===== src/sv/ipv4_source_blocklist_filter_assert.svh =====
// Assertion macros shared by the blocklist filter modules
`ifndef IPV4_SOURCE_BLOCKLIST_FILTER_ASSERT_SVH
`define IPV4_SOURCE_BLOCKLIST_FILTER_ASSERT_SVH

// same-cycle implication
`define IPBF_ASSERT_NOW(lbl, ante, cons, msg) \
    lbl: assert property (@(posedge i_clk) disable iff (!i_rst_n) (ante) |-> (cons)) \
        else $error(msg);

// next-cycle implication
`define IPBF_ASSERT_NEXT(lbl, ante, cons, msg) \
    lbl: assert property (@(posedge i_clk) disable iff (!i_rst_n) (ante) |=> (cons)) \
        else $error(msg);

`endif


===== src/sv/ipbf_pkg.sv =====
// Shared types and constants of the IPv4 source blocklist filter
package ipbf_pkg;

    localparam int TABLE_SLOTS_DEF = 128;
    localparam int JOB_DEPTH       = 4;

    localparam logic [15:0] TPID_CTAG  = 16'h8100;
    localparam logic [15:0] TPID_STAG  = 16'h88A8;
    localparam logic [15:0] ETYPE_IPV4 = 16'h0800;

    localparam logic [1:0] REQ_BYTE    = 2'd0;
    localparam logic [1:0] REQ_INSTALL = 2'd1;
    localparam logic [1:0] REQ_READ    = 2'd2;

    localparam logic [1:0] OP_PASS    = 2'd0;
    localparam logic [1:0] OP_LOOKUP  = 2'd1;
    localparam logic [1:0] OP_INSTALL = 2'd2;
    localparam logic [1:0] OP_READ    = 2'd3;

    typedef struct packed {
        logic [1:0]  op;
        logic        oob;
        logic [31:0] src;
        logic [15:0] len;
        logic [6:0]  idx;
        logic [31:0] addr;
        logic        valid;
    } t_job;

    localparam int JOB_W = $bits(t_job);

endpackage


===== src/sv/ipbf_fifo.sv =====
// Short job queue between parser and lookup engine
`include "ipv4_source_blocklist_filter_assert.svh"
module ipbf_fifo #(
    parameter int DEPTH = ipbf_pkg::JOB_DEPTH
) (
    input  logic           i_clk,
    input  logic           i_rst_n,
    input  logic           i_push,
    input  ipbf_pkg::t_job i_data,
    output logic           o_full,
    input  logic           i_pop,
    output logic           o_empty,
    output ipbf_pkg::t_job  o_data
);
    import ipbf_pkg::*;

    localparam int AW = (DEPTH > 1) ? $clog2(DEPTH) : 1;

    t_job            r_mem [DEPTH];
    logic [AW-1:0]   r_wp, r_rp;
    logic [AW:0]     r_cnt;
    logic            wr, rd;

    assign o_full  = r_cnt == (AW+1)'(DEPTH);
    assign o_empty = r_cnt == '0;
    assign wr      = i_push && !o_full;
    assign rd      = i_pop && !o_empty;
    assign o_data  = r_mem[r_rp];

    always_ff @(posedge i_clk) begin
        if (wr) begin
            r_mem[r_wp] <= i_data;
        end
    end

    always_ff @(posedge i_clk) begin
        if (!i_rst_n) begin
            r_wp  <= '0;
            r_rp  <= '0;
            r_cnt <= '0;
        end else begin
            if (wr) begin
                r_wp <= (r_wp == AW'(DEPTH-1)) ? '0 : r_wp + 1'b1;
            end
            if (rd) begin
                r_rp <= (r_rp == AW'(DEPTH-1)) ? '0 : r_rp + 1'b1;
            end
            r_cnt <= r_cnt + (AW+1)'(wr) - (AW+1)'(rd);
        end
    end

    `IPBF_ASSERT_NOW(a_no_push_full, o_full, !wr, "job queue written while full")
    `IPBF_ASSERT_NOW(a_cnt_range, 1'b1, r_cnt <= (AW+1)'(DEPTH), "job count overflow")
    `IPBF_ASSERT_NEXT(a_cnt_step, wr && !rd, r_cnt == $past(r_cnt) + 1'b1, "lost write")

endmodule


===== config.mk =====
export PLATFORM = sky130hd
export DESIGN_NAME = ipbf_fifo
export DESIGN_NICKNAME = d
export VERILOG_FILES = /design/src/sv/ipbf_pkg.sv /design/src/sv/ipbf_fifo.sv
export VERILOG_INCLUDE_DIRS = /design/src /design/src/sv
export SDC_FILE = /design/constraint.sdc
export NUM_CORES = 1
export LEC_CHECK = 0
export ABC_AREA = 1
export BUFFER_PORTS_ARGS = -buffer_cell sky130_fd_sc_hd__buf_4
export CAP_MARGIN = 20
export CORE_ASPECT_RATIO = 1.5
export CORE_UTILIZATION = 55
export DETAILED_ROUTE_END_ITERATION = 6
export GPL_ROUTABILITY_DRIVEN = 0
export PLACE_DENSITY = 0.89
export REMOVE_ABC_BUFFERS = 1
export SLEW_MARGIN = 25
export SYNTH_ARGS = -nofsm -noshare
export SYNTH_HDL_FRONTEND = slang
export SYNTH_SLANG_ARGS = --single-unit

===== constraint.sdc =====
create_clock -name i_clk -period 7.5 [get_ports i_clk]
set_clock_uncertainty 0.15 [all_clocks]
set_input_delay 1.5 -clock i_clk [delete_from_list [all_inputs] [get_ports i_clk]]
set_output_delay 1.5 -clock i_clk [all_outputs]
set_load 0.05 [all_outputs]

==> reports/results.md <==
| Metric | Value | Unit |
|:---|:---|:---|
| Run status | complete, no violations | - |
| Hold slack | 0.392 | ns |
| Count of max-cap constraint violations | 0 | - |
| Overall track demand over capacity in global routing | 22.4 | % |
| Setup TNS after final layout | 0 | ns |
| Commonest cells after routing, fill and taps aside | edfxtp_1, buf_4, nor2_1, o21ai_0, o22ai_1 | - |
| Number of antenna violations at the first check in global routing | 3 | - |
| Most common library cell in the layout ignoring fill and taps | edfxtp_1 | - |
| Kind of critical path | flip-flop to primary output | - |
| Total power per unit cell area | 417 | nW/um^2 |
| Sw frac | 38.3 | % |
| Number of placement rows | 71 | - |
| Remaining max-slew budget at the tightest pin | 31.5 | % |
| Synth unique cells | 21 | - |
| Max Clock Freq | 201 | MHz |
| Initial DRC count | 539 | - |
| Effective utilization at floorplan | 55.8 | % |
| Kind of start point of the critical path | flip-flop | - |
| Top-Level Pins | 188 | - |
| Number of detailed-route iterations in the first pass | 4 | - |
| Period minus WS final | 4.97 | ns |
| Worst IR drop on VDD | 0.000270 | V |
| Buffer cell driving the clock tree root | clkbuf_16 | - |
| Via total after detailed routing | 8568 | - |
| Post_cts resized | 0 | - |
| Number of max-slew violations in the final report | 0 | - |
| Final design area excluding fillers | 16700 | sq um |
| Post-layout instance count excluding filler cells | 1479 | - |
| Post-detailed-route DRC marker count | 0 | - |
| CTS tree | done | - |
| Worst-path clk slew | 0.06 | ns |
| Sequential cell fraction of total power | 37.7 | % |
| RSZ-0062 raised after global routing | false | - |
| Filler instances | 1704 | - |
| Total of buffers placed on input and output ports | 187 | - |
| NumNets Final | 1227 | - |
| Setup slack at placement | 2.86 | ns |
| Origin of the worst min-delay path | r_rp[1] | - |
| Share of total power in combinational logic | 36.5 | % |
| Post-layout utilization of the core | 66.8 | % |
| Measured slew at the worst slew-check pin | 1.03 | ns |
| Clock network latency to the later pin of the worst-skew pair | 0.51 | ns |
| Synthesis warning total | 0 | - |
| Die height | 197 | microns |
| Clock buffers created by TritonCTS | 34 | - |
| Number of H-tree levels | 2 | - |
| Number of cells produced by synthesis | 946 | - |
| Required time at the endpoint of the critical path | 5.85 | ns |
| Growth of design area from synthesis to finish | 19.8 | % |
| Bufs on Longest Clock Path | 3 | - |
| Final setup fails | 0 | - |
| Internal power consumption | 4.31 | mW |
| Maximum number of pins on one net before global-route repair | 103 | - |
| Die Span X | 132 | microns |
| Data arrival time of the critical path | 3.32 | ns |
| Post-layout total power | 6.99 | mW |
| Remaining antenna violation count after routing | 0 | - |
| Hold buffer count at cts | 0 | - |
| Via-per-instance ratio | 5.79 | - |
| Kind of path behind the tightest hold check | flip-flop to flip-flop | - |
| Number of sinks handled by clock tree synthesis | 373 | - |
| Share of synthesized area occupied by flip-flops and latches | 79.5 | % |
| Vias in the first global route | 8456 | - |
| Routed length per instance | 20.2 | microns |
| First-pass GRT wire length | 44200 | microns |
| R2R Path End | r_mem[2][18] | - |
| Part of the power in the clock network | 25.8 | % |
| Mapped cell area | 14000 | sq um |
| Area of the die | 26100 | sq um |
| Overflow left after global routing | 0 | - |
| Floorplan core area | 25100 | sq um |
| Static leakage | 5.89 | nW |
| Count of cells along the worst register-to-register path | 6 | - |
| Origin of the critical flop-to-flop path | r_cnt[1] | - |
| Cell total after placement | 1415 | - |
| Number of hold violations in the final report | 0 | - |
| Detail Placement HPWL | 16700 | microns |
| Category of the worst setup path capture point | primary output | - |
| Number of setup buffers added after CTS | 0 | - |
| Register-to-Register Setup Slack | 4.61 | ns |
| Count of state elements after synthesis | 373 | - |
| Placed standard-cell area | 15500 | sq um |
| Wirelength, routed | 29900 | microns |
| Mapped Avg Cell Area | 14.8 | sq um |
| Fraction of layout cells with a size suffix above 1 | 22.5 | % |
| Setup ws final | 2.53 | ns |
| Worst Hold Path Cells | 2 | - |
| Reported net switching power | 2.68 | mW |
| Peak fanout along the critical path | 102 | - |
| Share of the clock period used by the worst path | 66.3 | % |
## worst max-delay path: stages, from the launching register on
cell and delay [ns]:
dfxtp_4 0.48, inv_4 0.60, buf_4 0.86, o21ai_0 0.25
o22ai_1 0.23, buf_4 0.24
## metal layers
layer	global-route usage [%]	share of wire (%)	vias up	wire length, microns
met3	4.13	5.6	79	1660
met5	0	0	-	0
met4	13.0	5.2	0	1550
li1	-	-	3895	-
met2	40.1	53	342	15800
met1	25.0	36	4252	10800
## kinds of logic after synthesis
logic type	Yosys count	share of synthesized area, %
buffers and inverters	76	3.21
XOR/XNOR	1	0.0627
flip-flops	373	79.5
AO/OA/AOI/OAI	275	10.7
AND/OR/NAND/NOR	213	5.78
adder cells (fa/ha/maj)	8	0.770
## sequential cells by signal, summed over array words and instances (netlist names), named ones only
signal  flops
r_rp        2
r_mem     364
r_wp        2
r_cnt       3
## how the worst max path moves through the flow
stage / to / slack (ns) / depth (start not counted)
finish: o_data[76] / 2.53 / 5
global placement: o_data[39] / 2.94 / 5
global route: o_data[76] / 2.36 / 5
floorplan: o_data[0] / 0.19 / 3
detailed placement: o_data[39] / 2.86 / 5
CTS: o_data[76] / 2.29 / 5
## cell usage after synthesis
cell type  number  area, sq um
a21oi_1         2         10.0
buf_2           3         15.0
buf_4           2         15.0
buf_6          19          214
clkbuf_1       28          105
clkbuf_2        7         35.0
clkinv_1        1         3.75
dfxtp_1         9          180
edfxtp_1      364        10900
fa_1            1         20.0
ha_1            7         87.6
inv_1          15         56.3
inv_2           1         3.75
nand2_1        13         48.8
nand3_1         1         5.00
nand3b_1        1         7.51
nor2_1        197          739
o21ai_0       182          911
o22ai_1        91          569
or2_2           1         6.26
xnor2_1         1         8.76
## layout make-up
class	instances	area (sq um)	share of cell area, %
tap	328	410	2.45
inverter	17	66.3	0.396
multi-input combinational	497	2440	14.6
timing repair buffer	201	1520	9.09
clock buffer	39	891	5.32
sequential	373	11100	66.4
clock inverter	21	283	1.69
antenna	3	7.51	0.0448
## power groups by stage
| stage | Combinational, mW | Clock [mW] | Sequential [mW] |
|---|---|---|---|
| global placement | 2.47 | 0 | 2.69 |
| detailed placement | 2.53 | 0 | 2.70 |
| finish | 2.55 | 1.80 | 2.63 |
| global route | 2.68 | 1.90 | 2.65 |
| CTS | 2.53 | 1.83 | 2.66 |
| floorplan | 1.66 | 0 | 2.74 |
No activity file was read; power rests on OpenSTA's default activity.
