$ cat config.mk
export PLATFORM = sky130hd
export DESIGN_NAME = ipbf_parser
export DESIGN_NICKNAME = d
export VERILOG_FILES = /design/src/sv/ipv4_source_blocklist_filter_assert.svh /design/src/sv/ipbf_pkg.sv /design/src/sv/ipbf_parser.sv
export SDC_FILE = /design/constraint.sdc
export NUM_CORES = 1
export LEC_CHECK = 0
export ABC_AREA = 1
export BUFFER_PORTS_ARGS = -buffer_cell sky130_fd_sc_hd__buf_2
export CAP_MARGIN = 5
export CORE_MARGIN = 8
export CORE_UTILIZATION = 53
export DETAILED_ROUTE_END_ITERATION = 7
export PLACE_DENSITY = 0.9
export SKIP_CTS_REPAIR_TIMING = 1
export SYNTH_ARGS = -nofsm -noshare
export SYNTH_HDL_FRONTEND = slang
export SYNTH_SLANG_ARGS = --single-unit
$ cat constraint.sdc
create_clock -name i_clk -period 2.95 [get_ports i_clk]
set_input_delay 0 -clock i_clk [delete_from_list [all_inputs] [get_ports i_clk]]
set_output_delay 0 -clock i_clk [all_outputs]
set_load 0.02 [all_outputs]
$ cat src/sv/ipv4_source_blocklist_filter_assert.svh
// Assertion macros shared by the blocklist filter modules
`ifndef IPV4_SOURCE_BLOCKLIST_FILTER_ASSERT_SVH
`define IPV4_SOURCE_BLOCKLIST_FILTER_ASSERT_SVH

// same-cycle implication
`define IPBF_ASSERT_NOW(lbl, ante, cons, msg) \
    lbl: assert property (@(posedge i_clk) disable iff (!i_rst_n) (ante) |-> (cons)) \
        else $error(msg);

// next-cycle implication
`define IPBF_ASSERT_NEXT(lbl, ante, cons, msg) \
    lbl: assert property (@(posedge i_clk) disable iff (!i_rst_n) (ante) |=> (cons)) \
        else $error(msg);

`endif

$ cat src/sv/ipbf_pkg.sv
// Shared types and constants of the IPv4 source blocklist filter
package ipbf_pkg;

    localparam int TABLE_SLOTS_DEF = 128;
    localparam int JOB_DEPTH       = 4;

    localparam logic [15:0] TPID_CTAG  = 16'h8100;
    localparam logic [15:0] TPID_STAG  = 16'h88A8;
    localparam logic [15:0] ETYPE_IPV4 = 16'h0800;

    localparam logic [1:0] REQ_BYTE    = 2'd0;
    localparam logic [1:0] REQ_INSTALL = 2'd1;
    localparam logic [1:0] REQ_READ    = 2'd2;

    localparam logic [1:0] OP_PASS    = 2'd0;
    localparam logic [1:0] OP_LOOKUP  = 2'd1;
    localparam logic [1:0] OP_INSTALL = 2'd2;
    localparam logic [1:0] OP_READ    = 2'd3;

    typedef struct packed {
        logic [1:0]  op;
        logic        oob;
        logic [31:0] src;
        logic [15:0] len;
        logic [6:0]  idx;
        logic [31:0] addr;
        logic        valid;
    } t_job;

    localparam int JOB_W = $bits(t_job);

endpackage

$ cat src/sv/ipbf_parser.sv
// Front end: frame byte parser and request classifier
module ipbf_parser #(
    parameter int TABLE_SLOTS = ipbf_pkg::TABLE_SLOTS_DEF
) (
    input  logic          i_clk,
    input  logic          i_rst_n,
    input  logic          i_accept,
    input  logic [1:0]    i_req_type,
    input  logic [7:0]    i_pkt_byte,
    input  logic          i_pkt_last,
    input  logic [6:0]    i_slot_index,
    input  logic [31:0]   i_slot_addr,
    input  logic          i_slot_valid,
    output logic          o_job_push,
    output ipbf_pkg::t_job o_job
);
    import ipbf_pkg::*;

    logic [15:0] r_len, n_len;
    logic [15:0] r_etype, n_etype;
    logic        r_tag, n_tag;
    logic [7:0]  r_proto, n_proto;
    logic [31:0] r_src, n_src;
    logic [15:0] hdr, hdr_new;
    logic        cand, in_range;

    assign in_range = {4'b0, i_slot_index} < 11'(TABLE_SLOTS);

    always_comb begin
        hdr     = r_tag ? 16'd18 : 16'd14;
        n_etype = r_etype;
        n_proto = r_proto;
        n_src   = r_src;
        if (r_len == 16'd12 || (r_tag && r_len == 16'd16)) begin
            n_etype = {i_pkt_byte, r_etype[7:0]};
        end else if (r_len == 16'd13 || (r_tag && r_len == 16'd17)) begin
            n_etype = {r_etype[15:8], i_pkt_byte};
        end
        n_tag = r_tag | (r_len == 16'd13 && (n_etype inside {TPID_CTAG, TPID_STAG}));
        if (r_len == hdr + 16'd9) begin
            n_proto = i_pkt_byte;
        end else if (r_len inside {[hdr + 16'd12 : hdr + 16'd15]}) begin
            n_src = {r_src[23:0], i_pkt_byte};
        end
        n_len   = (r_len == 16'hFFFF) ? r_len : r_len + 16'd1;
        hdr_new = n_tag ? 16'd18 : 16'd14;
        cand    = n_len >= 16'd14 && n_etype == ETYPE_IPV4 &&
                  {1'b0, n_len} >= {1'b0, hdr_new} + 17'd20 && n_proto != 8'd0;
    end

    always_comb begin
        o_job_push = 1'b0;
        o_job.op    = OP_PASS;
        o_job.oob   = !in_range;
        o_job.src   = n_src;
        o_job.len   = n_len;
        o_job.idx   = i_slot_index;
        o_job.addr  = i_slot_addr;
        o_job.valid = i_slot_valid;
        case (i_req_type)
            REQ_BYTE: begin
                o_job_push = i_accept && i_pkt_last;
                o_job.op   = cand ? OP_LOOKUP : OP_PASS;
            end
            REQ_INSTALL: begin
                o_job_push = i_accept && in_range;
                o_job.op   = OP_INSTALL;
            end
            REQ_READ: begin
                o_job_push = i_accept;
                o_job.op   = OP_READ;
            end
            default: o_job_push = 1'b0;
        endcase
    end

    always_ff @(posedge i_clk) begin
        if (!i_rst_n) begin
            r_len   <= '0;
            r_etype <= '0;
            r_tag   <= 1'b0;
            r_proto <= '0;
            r_src   <= '0;
        end else if (i_accept && i_req_type == REQ_BYTE) begin
            if (i_pkt_last) begin
                r_len   <= '0;
                r_etype <= '0;
                r_tag   <= 1'b0;
                r_proto <= '0;
                r_src   <= '0;
            end else begin
                r_len   <= n_len;
                r_etype <= n_etype;
                r_tag   <= n_tag;
                r_proto <= n_proto;
                r_src   <= n_src;
            end
        end
    end

endmodule

==> results.md, run 1 <==
- Outcome: finished, violations left
- Failing checks: setup timing
- Clock transition at path regs: about 0.08 ns
- Worst-path cell chain: nor2_4, nand2_4, nor2_8, nand3_4, nor2_4, nand2_2, o21ai_2, nand2_1, clkinv_1, nand2_1, nor2_2, a21oi_2, ha_1, nand3_1, o21ai_1, a21oi_1, nand2_1, nand3_1, nand2_1, buf_6
- Crit Path Max Fanout: 6
- Placement Rows: 36
- Post-synth top area share: 28.0%
- IO Pins: about 150
- Die Ht: about 120 um
- Nets: just over 900
- Syn Inst Count: ~820
- Share of cells above drive strength 1: 24.2%
- R2R cell count: 11
- Initial antenna violation count: 0
- CTS buffer count: 9
- Worst setup path class: flip-flop to output port
- CP Capture Type: output port
- Startpoint types: flip-flop
- Latest clock arrival within the worst-skew pair: ~0.35 ns
- Buf/Inv on CP: 2
- Seq/Total Area, Yosys: between 20 and 30%
- RSZ-0062 raised after global routing: true
- HPWL Detailed: 9450 um
- FF+latch count, synth: 73
- Max-cap check violation count: 0
- WL per Instance: between 10 and 15 um
- Initial core utilization: 53.9%
- Non-Filler Instances: 981
- Pwr dens: ~330 mW/mm^2
- Final hold violations: 0
- Achievable Freq: 336 MHz
- Die ar.: about 0.013 sq mm
- Hold Path Stages: 0
- Total gr overflow: 0
- DR vias/cell: 5.27
- Clock sinks: 73
- Post-synth net total: 883
- Ys async rst share: 0%
- Hold/Removal Path Class: primary input to output port
- Clk buf depth: 2
- First-pass GRT wire length: around 21000 um
- Max H-tree Level: 3
- DR iter-0 viols: ~360
- Routed WL: 13700 um
- Hold path startpoint: i_slot_valid
- CP max stage delay: ~0.37 ns
- Pins Over Slew Limit: 0
- Vias in the first global route: 4657
- Final WS setup: -0.0269 ns
- Period utilisation layout: 101%
- CTS tree: built
- Pwr Total: ~1.9 mW
- Synthesized cell area: 0.00522 sq mm
- VDD IR-drop max: approximately 0.25 mV
- Clk_skew: approximately 0.011 ns
- Stages on the worst setup path: 20
- Fill cells: approximately 840
- Synth area leader: dfxtp_1
- EDFF count, synth: 0
- Worst r2r src: r_tag
- Core footprint: 0.00968 sq mm
- Slew @ Worst Pin: about 0.62 ns
- Hold endpoint: o_job[0]
- Worst hold margin: around 0.0000056 ns
- Core Util, Final: around three fifths
- Critical R2R Capture: r_src[3]
- Leakage power: approximately 2.6 nW
- Synth Flop Type: dfxtp_1
- Count of cell types in the netlist: 42
- Worst path slowest cell: dfxtp_4
- Finish-stage setup viols: 1
- YS warnings: 0
- Required time worst endpoint: 2.95 ns
- Number of antenna diodes: 0
- Design area: roughly 0.0058 sq mm
- Port bufs: 64
- Slew margin rel.: 58.9%
- DRC: 0
- Antenna-violating nets left: 0
- Area Growth Syn to Fin: 10.6%
- Post-DP Area: around 0.0053 sq mm
- Fin crit period: 2.98 ns
- Total track usage: between 10% and 20%
- Routability cong.: slightly above 0.9
- Critical path's most frequent cell: nand2_1
- Via count: about 5.2k
- Syn avg cell area: approximately 6.4 sq um
- Placed cell count: 950
- R2R Setup Slk: about 0.47 ns
- Synth top area cells: dfxtp_1 28%, nand2_1 19%, buf_4 6.5%
- CP delay by family, top: simple AND/OR/NAND/NOR gates
- DIE WIDTH: around 120 um
- Largest net degree at the start of global routing: 61
- Clock root buffer: clkbuf_8
- DRT Pass-1 Iters: 5
- Critical path arrival: roughly 3.0 ns
-- kinds of logic (layout without fill, tap and decap cells) --
kind of cell,Yosys count,after routing,synth area share [%]
adders and majority gates,13,13,3.12
AOI/OAI and AO/OA,111,111,12.5
buffers and inverters,161,191,15.8
and+or+nand+nor,452,454,39.7
other,1,1,0.0718
xor gates and xnor gates,5,5,0.839
DFF,73,73,28.0
-- cell usage after synthesis (11+ instances only) --
master and n:
nand2_1 263, inv_1 77, dfxtp_1 73, a21oi_1 67, nor2_1 56, nand3_1 55, buf_4 45, and2_1 19
clkbuf_1 19, and2_2 13, ha_1 13, o21ai_0 11
-- layout by cell type, fill, tap and decap left out, types with 14 or more instances in the layout --
cell,n
buf_4,24
nand2_2,14
inv_1,73
and2_1,19
nand3_1,53
a21oi_1,66
dfxtp_1,59
nor2_1,50
buf_2,63
nand2_1,256
-- where the power goes --
part	total [mW]	internal, mW	switching [mW]
combinational	0.100	0.0255	0.0745
clock	0.797	0.392	0.405
sequential	0.980	0.979	0.000882
-- metal layers --
metal | GRT usage, % | vias to the layer above | share of wire, %
li1 | - | 2582 | -
met1 | 23.7 | 2362 | 42
met2 | 33.2 | 193 | 49
met3 | 3.47 | 34 | 6.8
met4 | 8.23 | 0 | 2.5
met5 | 0 | - | 0
-- how the worst max path moves through the flow --
stage          slack [ns]      from   endpoint
3_5_place_dp         0.20  r_len[1]  o_job[89]
6_report            -0.03  r_len[9]  o_job[89]
3_3_place_gp         0.28  r_len[1]  o_job[89]
5_1_grt             -0.26  r_len[9]  o_job[89]
2_1_floorplan        0.48  r_len[1]  o_job[89]
4_1_cts             -0.19  r_len[1]  o_job[89]
-- sequential cells by signal, indices dropped and copies added, names as in the netlist --
signal / count
r_proto: 8
r_src: 32
r_etype: 16
r_tag: 1
r_len: 16
-- final cells by class --
type                    count  area (sq um)  area share (%)
multi-input cells         584          3050            52.8
repair buffers             91           548            9.49
clock buffers              10           128            2.21
well taps                 133           166            2.88
clock inverters             6          66.3            1.15
flip-flops and latches     73          1490            25.9
inverters                  84           320            5.55
-- through the flow --
step	setup TNS, ns	setup WS, ns
finish	-0.0269	-0.0269
global route	-0.262	-0.262
CTS	-0.189	-0.189
detailed placement	0	0.198
global placement	0	0.284
floorplan	0	0.482
Note: power is estimated with default switching activity, not from simulation.
==> inputs of run 2 (changes only) <==
--- a/config.mk
+++ b/config.mk
@@ -8,6 +8,7 @@
 export ABC_AREA = 1
 export BUFFER_PORTS_ARGS = -buffer_cell sky130_fd_sc_hd__buf_2
 export CAP_MARGIN = 5
+export CORE_ASPECT_RATIO = 0.8
 export CORE_MARGIN = 8
 export CORE_UTILIZATION = 53
 export DETAILED_ROUTE_END_ITERATION = 7
==> run 2 against run 1 <==
The flow still finishes with violations (setup timing); design area increased by 1.8%; critical path depth decreased by 1; fmax decreased by 0.76%; clock skew decreased by 0.0025 ns; sequential power about the same; routed wire length increased by 4.4%; sequential share of layout area decreased by 0.47 points; power increased by 13%; register-to-register slack got worse by 0.06 ns; clock power increased by 30%; final cell count decreased by 1.4%.
==> results.md, run 2 (synthesis gave the netlist of run 1 again) <==
- Share of cells above drive strength 1: 24.4% (+0.24 points)
- Multi-input logic area: 0.00306 sq mm (+0.12%)
- Slew margin rel.: 49.3% (-9.5 points)
- Leakage power: 2.63 nW (+2.4%)
- Routed WL: 14300 um (+4.4%)
- Core Util, Final: 61.1% (+1.5 points)
- CP Capture Type: output port
- Final WS setup: -0.0497 ns (-0.0227 ns)
- Failing checks: setup timing
- DR iter-0 viols: 647 (+82%)
- Reg power frac: 46.2% (-6.0 points)
- IO Pins: 146 (unchanged)
- Crit Path Max Fanout: 6 (unchanged)
- DRT Pass-1 Iters: 6 (+1)
- Initial core utilization: 54.3% (+0.42 points)
- Reg with most FFs: r_src
- Critical path arrival: 3.00 ns (+0.02 ns)
- First-pass GRT wire length: 21800 um (+3.1%)
- Latest clock arrival within the worst-skew pair: 0.33 ns (-0.02 ns)
- Top flop regs: r_src x32, r_etype x16, r_len x16
- Max-cap check violation count: 0 (unchanged)
- CTS tree: built
- Placement Rows: 32 (-11%)
- Area Growth Syn to Fin: 12.5%
- Initial antenna violation count: 0 (unchanged)
- RSZ-0062 raised after global routing: true
- Slew @ Worst Pin: 0.760 ns (+0.143 ns)
- Port bufs: 64 (unchanged)
- Commonest non-fill, non-tap cell in the layout: nand2_1
- Period utilisation layout: 102% (+0.77 points)
- WL per Instance: 14.8 um (+5.9%)
- Achievable Freq: 333 MHz (-0.76%)
- Net Sw Power: 0.505 mW (+5.1%)
- Clock sinks: 73 (unchanged)
- Pwr dens: 362 mW/mm^2 (+11%)
- Worst hold margin: 0.00000774 ns (+0.00000213 ns)
- Most frequent cells in the layout: 253 x nand2_1, 73 x inv_1, 66 x a21oi_1, 63 x buf_2, 58 x dfxtp_1
- Fin crit period: 3.00 ns (+0.0227 ns)
- DRC: 0 (unchanged)
- Clock root buffer: clkbuf_16
- Sw Share: 23.7% (-1.9 points)
- Via count: 5334 (+3.2%)
- Clk buf depth: 2 (unchanged)
- Clk_skew: 0.00824 ns (-0.00253 ns)
- Register Area: 0.00149 sq mm (about the same)
- Clock transition at path regs: 0.06 ns (-0.02 ns)
- Pins Over Slew Limit: 0 (unchanged)
- Vias in the first global route: 4617 (-0.86%)
- DIE WIDTH: 127 um (+10%)
- Core footprint: 0.00961 sq mm (-0.78%)
- TNS Setup: -0.0497 ns (-0.0227 ns)
- VDD IR-drop max: 0.322 mV (+29%)
- Finish-stage setup viols: 1 (unchanged)
- Nets: 910 (unchanged)
- Die Ht: 105 um (-9.1%)
- Internal: 1.62 mW (+16%)
- Comb pwr share: 4.8% (-0.5 points)
- Total gr overflow: 0 (unchanged)
- Number of antenna diodes: 0 (unchanged)
- Max H-tree Level: 3 (unchanged)
- Hold/Removal Path Class: primary input to output port
- Design area: 0.00588 sq mm (+1.8%)
- Routability cong.: 0.895 (-2.1%)
- Required time worst endpoint: 2.95 ns (about the same)
- Fill cells: 802 (-4.8%)
- Antenna-violating nets left: 0 (unchanged)
- DR vias/cell: 5.52 (+4.6%)
- Outcome: finished, violations left
- Final hold violations: 0 (unchanged)
- HPWL Detailed: 9040 um (-4.4%)
- Largest net degree at the start of global routing: 73 (+20%)
- Post-DP Area: 0.00528 sq mm (-0.80%)
- Worst setup path class: flip-flop to output port
- CTS buffer count: 9 (unchanged)
- Die ar.: 0.0133 sq mm (+0.15%)
- Startpoint types: flip-flop
- Total track usage: 19.4% (-0.12 points)
- Clock power frac: 49.0% (+6.5 points)
- Max reg flops: 32 (unchanged)
run 2: routing by layer:
layer | share of wire, % | GRT usage [%]
met5 | 0 | 0
met4 | 2.0 | 4.83
met3 | 9.7 | 4.77
met2 | 46 | 30.4
met1 | 42 | 26.1
run 2: metrics by stage:
step | worst slack [ns] | power (mW) | cells
after floorplan | 0.482 | 1.15 | 816
after global placement | 0.262 | 1.10 | 931
after detailed placement | 0.126 | 1.10 | 931
after CTS | -0.243 | 2.13 | 947
after global routing | -0.255 | 2.19 | 967
final | -0.0497 | 2.13 | 967
run 2: layout make-up:
| type | count | share of cell area [%] |
|---|---|---|
| inverters | 84 | 5.49 |
| flip-flops and latches | 73 | 25.4 |
| well taps | 119 | 2.53 |
| multi-input cells | 583 | 52.0 |
| clock inverters | 4 | 0.468 |
| clock buffers | 12 | 4.37 |
| repair buffers | 92 | 9.73 |
run 2: worst max-delay path, cell delays in order (launching register included):
cell	delay, ns
dfxtp_4	0.36
nor2_4	0.13
nand2_4	0.10
nor3_4	0.32
nand2_4	0.12
buf_4	0.17
nand2_2	0.08
o21ai_4	0.06
nor2_2	0.16
nand2_2	0.09
nor2_4	0.11
a21oi_2	0.07
ha_1	0.27
nand3_1	0.07
o21ai_1	0.06
a21oi_1	0.14
nand2_1	0.06
nand3_1	0.09
nand2_1	0.07
buf_6	0.13
run 2: worst paths after layout:
check,to,slack [ns],start,cells after the start
max,o_job[89],-0.05,r_len[9],19
min,o_job[37],0.000008,i_slot_index[4],0
max reg2reg,r_src[28],0.41,r_tag,12
min reg2reg,r_src[26],0.46,r_src[26],2
run 2: power by group through the flow:
stage          registers, mW  logic, mW  clock network [mW]
6_report               0.983      0.103                1.04
3_5_place_dp            1.01     0.0924                   0
5_1_grt                0.982      0.110                1.09
2_1_floorplan           1.01      0.137                   0
3_3_place_gp            1.01     0.0926                   0
4_1_cts                0.987     0.0929                1.05
==> inputs of run 3 (changes only) <==
--- a/config.mk
+++ b/config.mk
@@ -14,6 +14,8 @@
 export DETAILED_ROUTE_END_ITERATION = 7
 export PLACE_DENSITY = 0.9
 export SKIP_CTS_REPAIR_TIMING = 1
+export SLEW_MARGIN = 5
 export SYNTH_ARGS = -nofsm -noshare
 export SYNTH_HDL_FRONTEND = slang
 export SYNTH_SLANG_ARGS = --single-unit
+export TNS_END_PERCENT = 100
==> constraint.sdc (replaced) <==
create_clock -name i_clk -period 2.8 [get_ports i_clk]
set_input_delay 0 -clock i_clk [delete_from_list [all_inputs] [get_ports i_clk]]
set_output_delay 0 -clock i_clk [all_outputs]
set_load 0.02 [all_outputs]
==> run 3 against run 2 <==
Sequential power increased by 6%; critical path type unchanged; routed wire length rose by 7.4%; setup slack lost 0.24 ns; power up 5.7%; combinational power up 9%; the run ends with DRC, setup timing left; critical path depth up 1; register-to-register slack about the same; worst hold slack unchanged; non-clock buffer count rose by 8; global-route usage rose by 0.71 points; via count up 3.4%; clock skew is 0.0028 ns lower.
==> results.md, run 3 (synthesis gave the netlist of run 1 again) <==
- Core Util, Final: 62.1% (+0.98 points)
- Clock transition at path regs: 0.06 ns (about the same)
- Antenna-violating nets left: 0 (unchanged)
- Initial antenna violation count: 0 (unchanged)
- Hold path startpoint: i_slot_addr[13]
- Nets: 920 (+1.1%)
- CTS tree: built
- Port bufs: 64 (unchanged)
- Pwr Total: 2.25 mW (+5.7%)
- RSZ-0062 raised after global routing: true
- Period utilisation layout: 110%
- CTS buffer count: 9 (unchanged)
- Max-cap check violation count: 0 (unchanged)
- Share of cells above drive strength 1: 25.3% (+0.88 points)
- DRT Pass-1 Iters: 8 (+2)
- Commonest non-fill, non-tap cell in the layout: nand2_1
- First-pass GRT wire length: 22600 um (+3.4%)
- Clk buf depth: 2 (unchanged)
- Final WS setup: -0.285 ns (-0.235 ns)
- Startpoint types: flip-flop
- Worst setup path class: flip-flop to output port
- Clk_skew: 0.00541 ns (-0.00283 ns)
- Fin crit period: ~3.1 ns
- Place WS: 0.0694 ns (-0.0568 ns)
- Outcome: finished, violations left
- Failing checks: DRC, setup timing
- Die ar.: 0.0133 sq mm (unchanged)
- Hold Path Stages: 0 (unchanged)
- Register Area: 0.00148 sq mm (-0.84%)
- HPWL Detailed: 9410 um (+4.1%)
- Clock root buffer: clkbuf_16
- Achievable Freq: 324 MHz
- CP Capture Type: output port
- Finish-stage setup viols: 1 (unchanged)
- Placement Rows: 32 (unchanged)
- Max reg flops: 32 (unchanged)
- Number of antenna diodes: 0 (unchanged)
- Multi-input logic area: 0.00309 sq mm (+1.1%)
- IO Pins: 146 (unchanged)
- Crit Path Max Fanout: 6 (unchanged)
- Die Ht: 105 um (unchanged)
- Largest net degree at the start of global routing: 73 (unchanged)
- R2R cell count: 12 (unchanged)
- Reg with most FFs: r_src
- DRC: 1 (+1)
- Total gr overflow: 0 (unchanged)
- Via count: 5517 (+3.4%)
- Slew margin rel.: 44.4% (-4.9 points)
- Leakage power: 2.68 nW (+2.1%)
- Worst r2r src: r_len[2]
- DR iter-0 viols: 752 (+16%)
- Area Growth Syn to Fin: 14.3%
- Critical R2R Capture: r_src[5]
- Routability cong.: 0.919 (+2.7%)
- Worst hold margin: 0.00000774 ns (unchanged)
- Required time worst endpoint: 2.80 ns (-0.15 ns)
- Non-Filler Instances: 977 (+1.0%)
- Latest clock arrival within the worst-skew pair: 0.34 ns (about the same)
- Fill cells: 790 (-1.5%)
- Clock sinks: 73 (unchanged)
- Vias in the first global route: 4841 (+4.9%)
- Placed cell count: 939 (+0.86%)
- DR vias/cell: 5.65 (+2.4%)
- Initial core utilization: 54.3% (unchanged)
- Routed WL: 15400 um (+7.4%)
- Critical path arrival: 3.08 ns (+0.08 ns)
- Final hold violations: 0 (unchanged)
- WL per Instance: 15.8 um (+6.3%)
- Max H-tree Level: 3 (unchanged)
- Slew @ Worst Pin: 0.834 ns (+0.0739 ns)
- Top flop regs: r_src x32, r_etype x16, r_len x16
- VDD IR-drop max: 0.257 mV (-20%)
- Hold/Removal Path Class: primary input to output port
- R2R Setup Slk: 0.42 ns (about the same)
- Core footprint: 0.00961 sq mm (unchanged)
- DIE WIDTH: 127 um (unchanged)
- Total track usage: 20.1% (+0.71 points)
- Pins Over Slew Limit: 0 (unchanged)
- Most frequent cells in the layout: 254 x nand2_1, 73 x inv_1, 66 x a21oi_1, 64 x dfxtp_1, 63 x buf_2
- Pwr dens: 377 mW/mm^2 (+4.1%)
- Hold endpoint: o_job[14]
## run 3: changes by cell type in the layout (fill, tap and decap cells not counted), moves of 3 or more
cell and delta:
buf_4 +7, dfxtp_2 -4, inv_2 +4, o21ai_2 +4, inv_4 -3, dfxtp_1 +6
o21ai_1 -4
## run 3: worst max path at each step
stage | to | startpoint | slack [ns] | cells after the start
after floorplan | o_job[89] | r_len[1] | 0.33 | 19
after global placement | o_job[89] | r_len[12] | 0.17 | 20
after detailed placement | o_job[89] | r_len[0] | 0.07 | 21
after CTS | o_job[89] | r_len[0] | -0.33 | 19
after global routing | o_job[89] | r_len[15] | -0.44 | 20
final | o_job[89] | r_len[14] | -0.28 | 20
## run 3: area by class of cell
type,instances,area share (%)
Multi-Input combinational cell,585,51.8
Sequential cell,73,24.8
Timing Repair Buffer,100,10.9
Inverter,84,5.28
Clock buffer,10,4.00
Tap cell,119,2.49
Clock inverter,6,0.713
## run 3: where the power goes
| part | switching (mW) | total [mW] | leakage [nW] | internal [mW] |
|---|---|---|---|---|
| sequential | 0.000388 | 1.04 | 0.593 | 1.04 |
| combinational | 0.0831 | 0.112 | 1.95 | 0.0284 |
| clock | 0.477 | 1.10 | 0.135 | 0.626 |
| total | 0.561 | 2.25 | 2.68 | 1.69 |
## run 3: critical path, stage by stage, from the launching register on
cell and delay [ns]:
dfxtp_2 0.35, nor2_2 0.17, nand2_4 0.11, nor2_8 0.16
nand3_4 0.13, nor2_4 0.23, nand2_2 0.09, inv_2 0.07
nor2_4 0.04, nor2_2 0.15, nand2_2 0.11, nor2_4 0.15
a21oi_2 0.07, ha_1 0.28, nand3_2 0.08, o21ai_2 0.05
a21oi_1 0.14, nand2_1 0.07, nand3_1 0.08, nand2_1 0.06
buf_6 0.13
## run 3: through the flow
step	area (sq um)	TNS, ns
final	5970	-0.285
after global routing	5970	-0.438
after CTS	5620	-0.335
after detailed placement	5340	0
after global placement	5340	0
after floorplan	5220	0
## run 3: routing by layer
| metal | track usage (%) | up-vias | share of wire [%] |
|---|---|---|---|
| li1 | - | 2601 | - |
| met1 | 25.6 | 2481 | 40 |
| met2 | 32.2 | 366 | 46 |
| met3 | 4.93 | 69 | 11 |
| met4 | 7.54 | 0 | 3.7 |
| met5 | 0 | - | 0 |
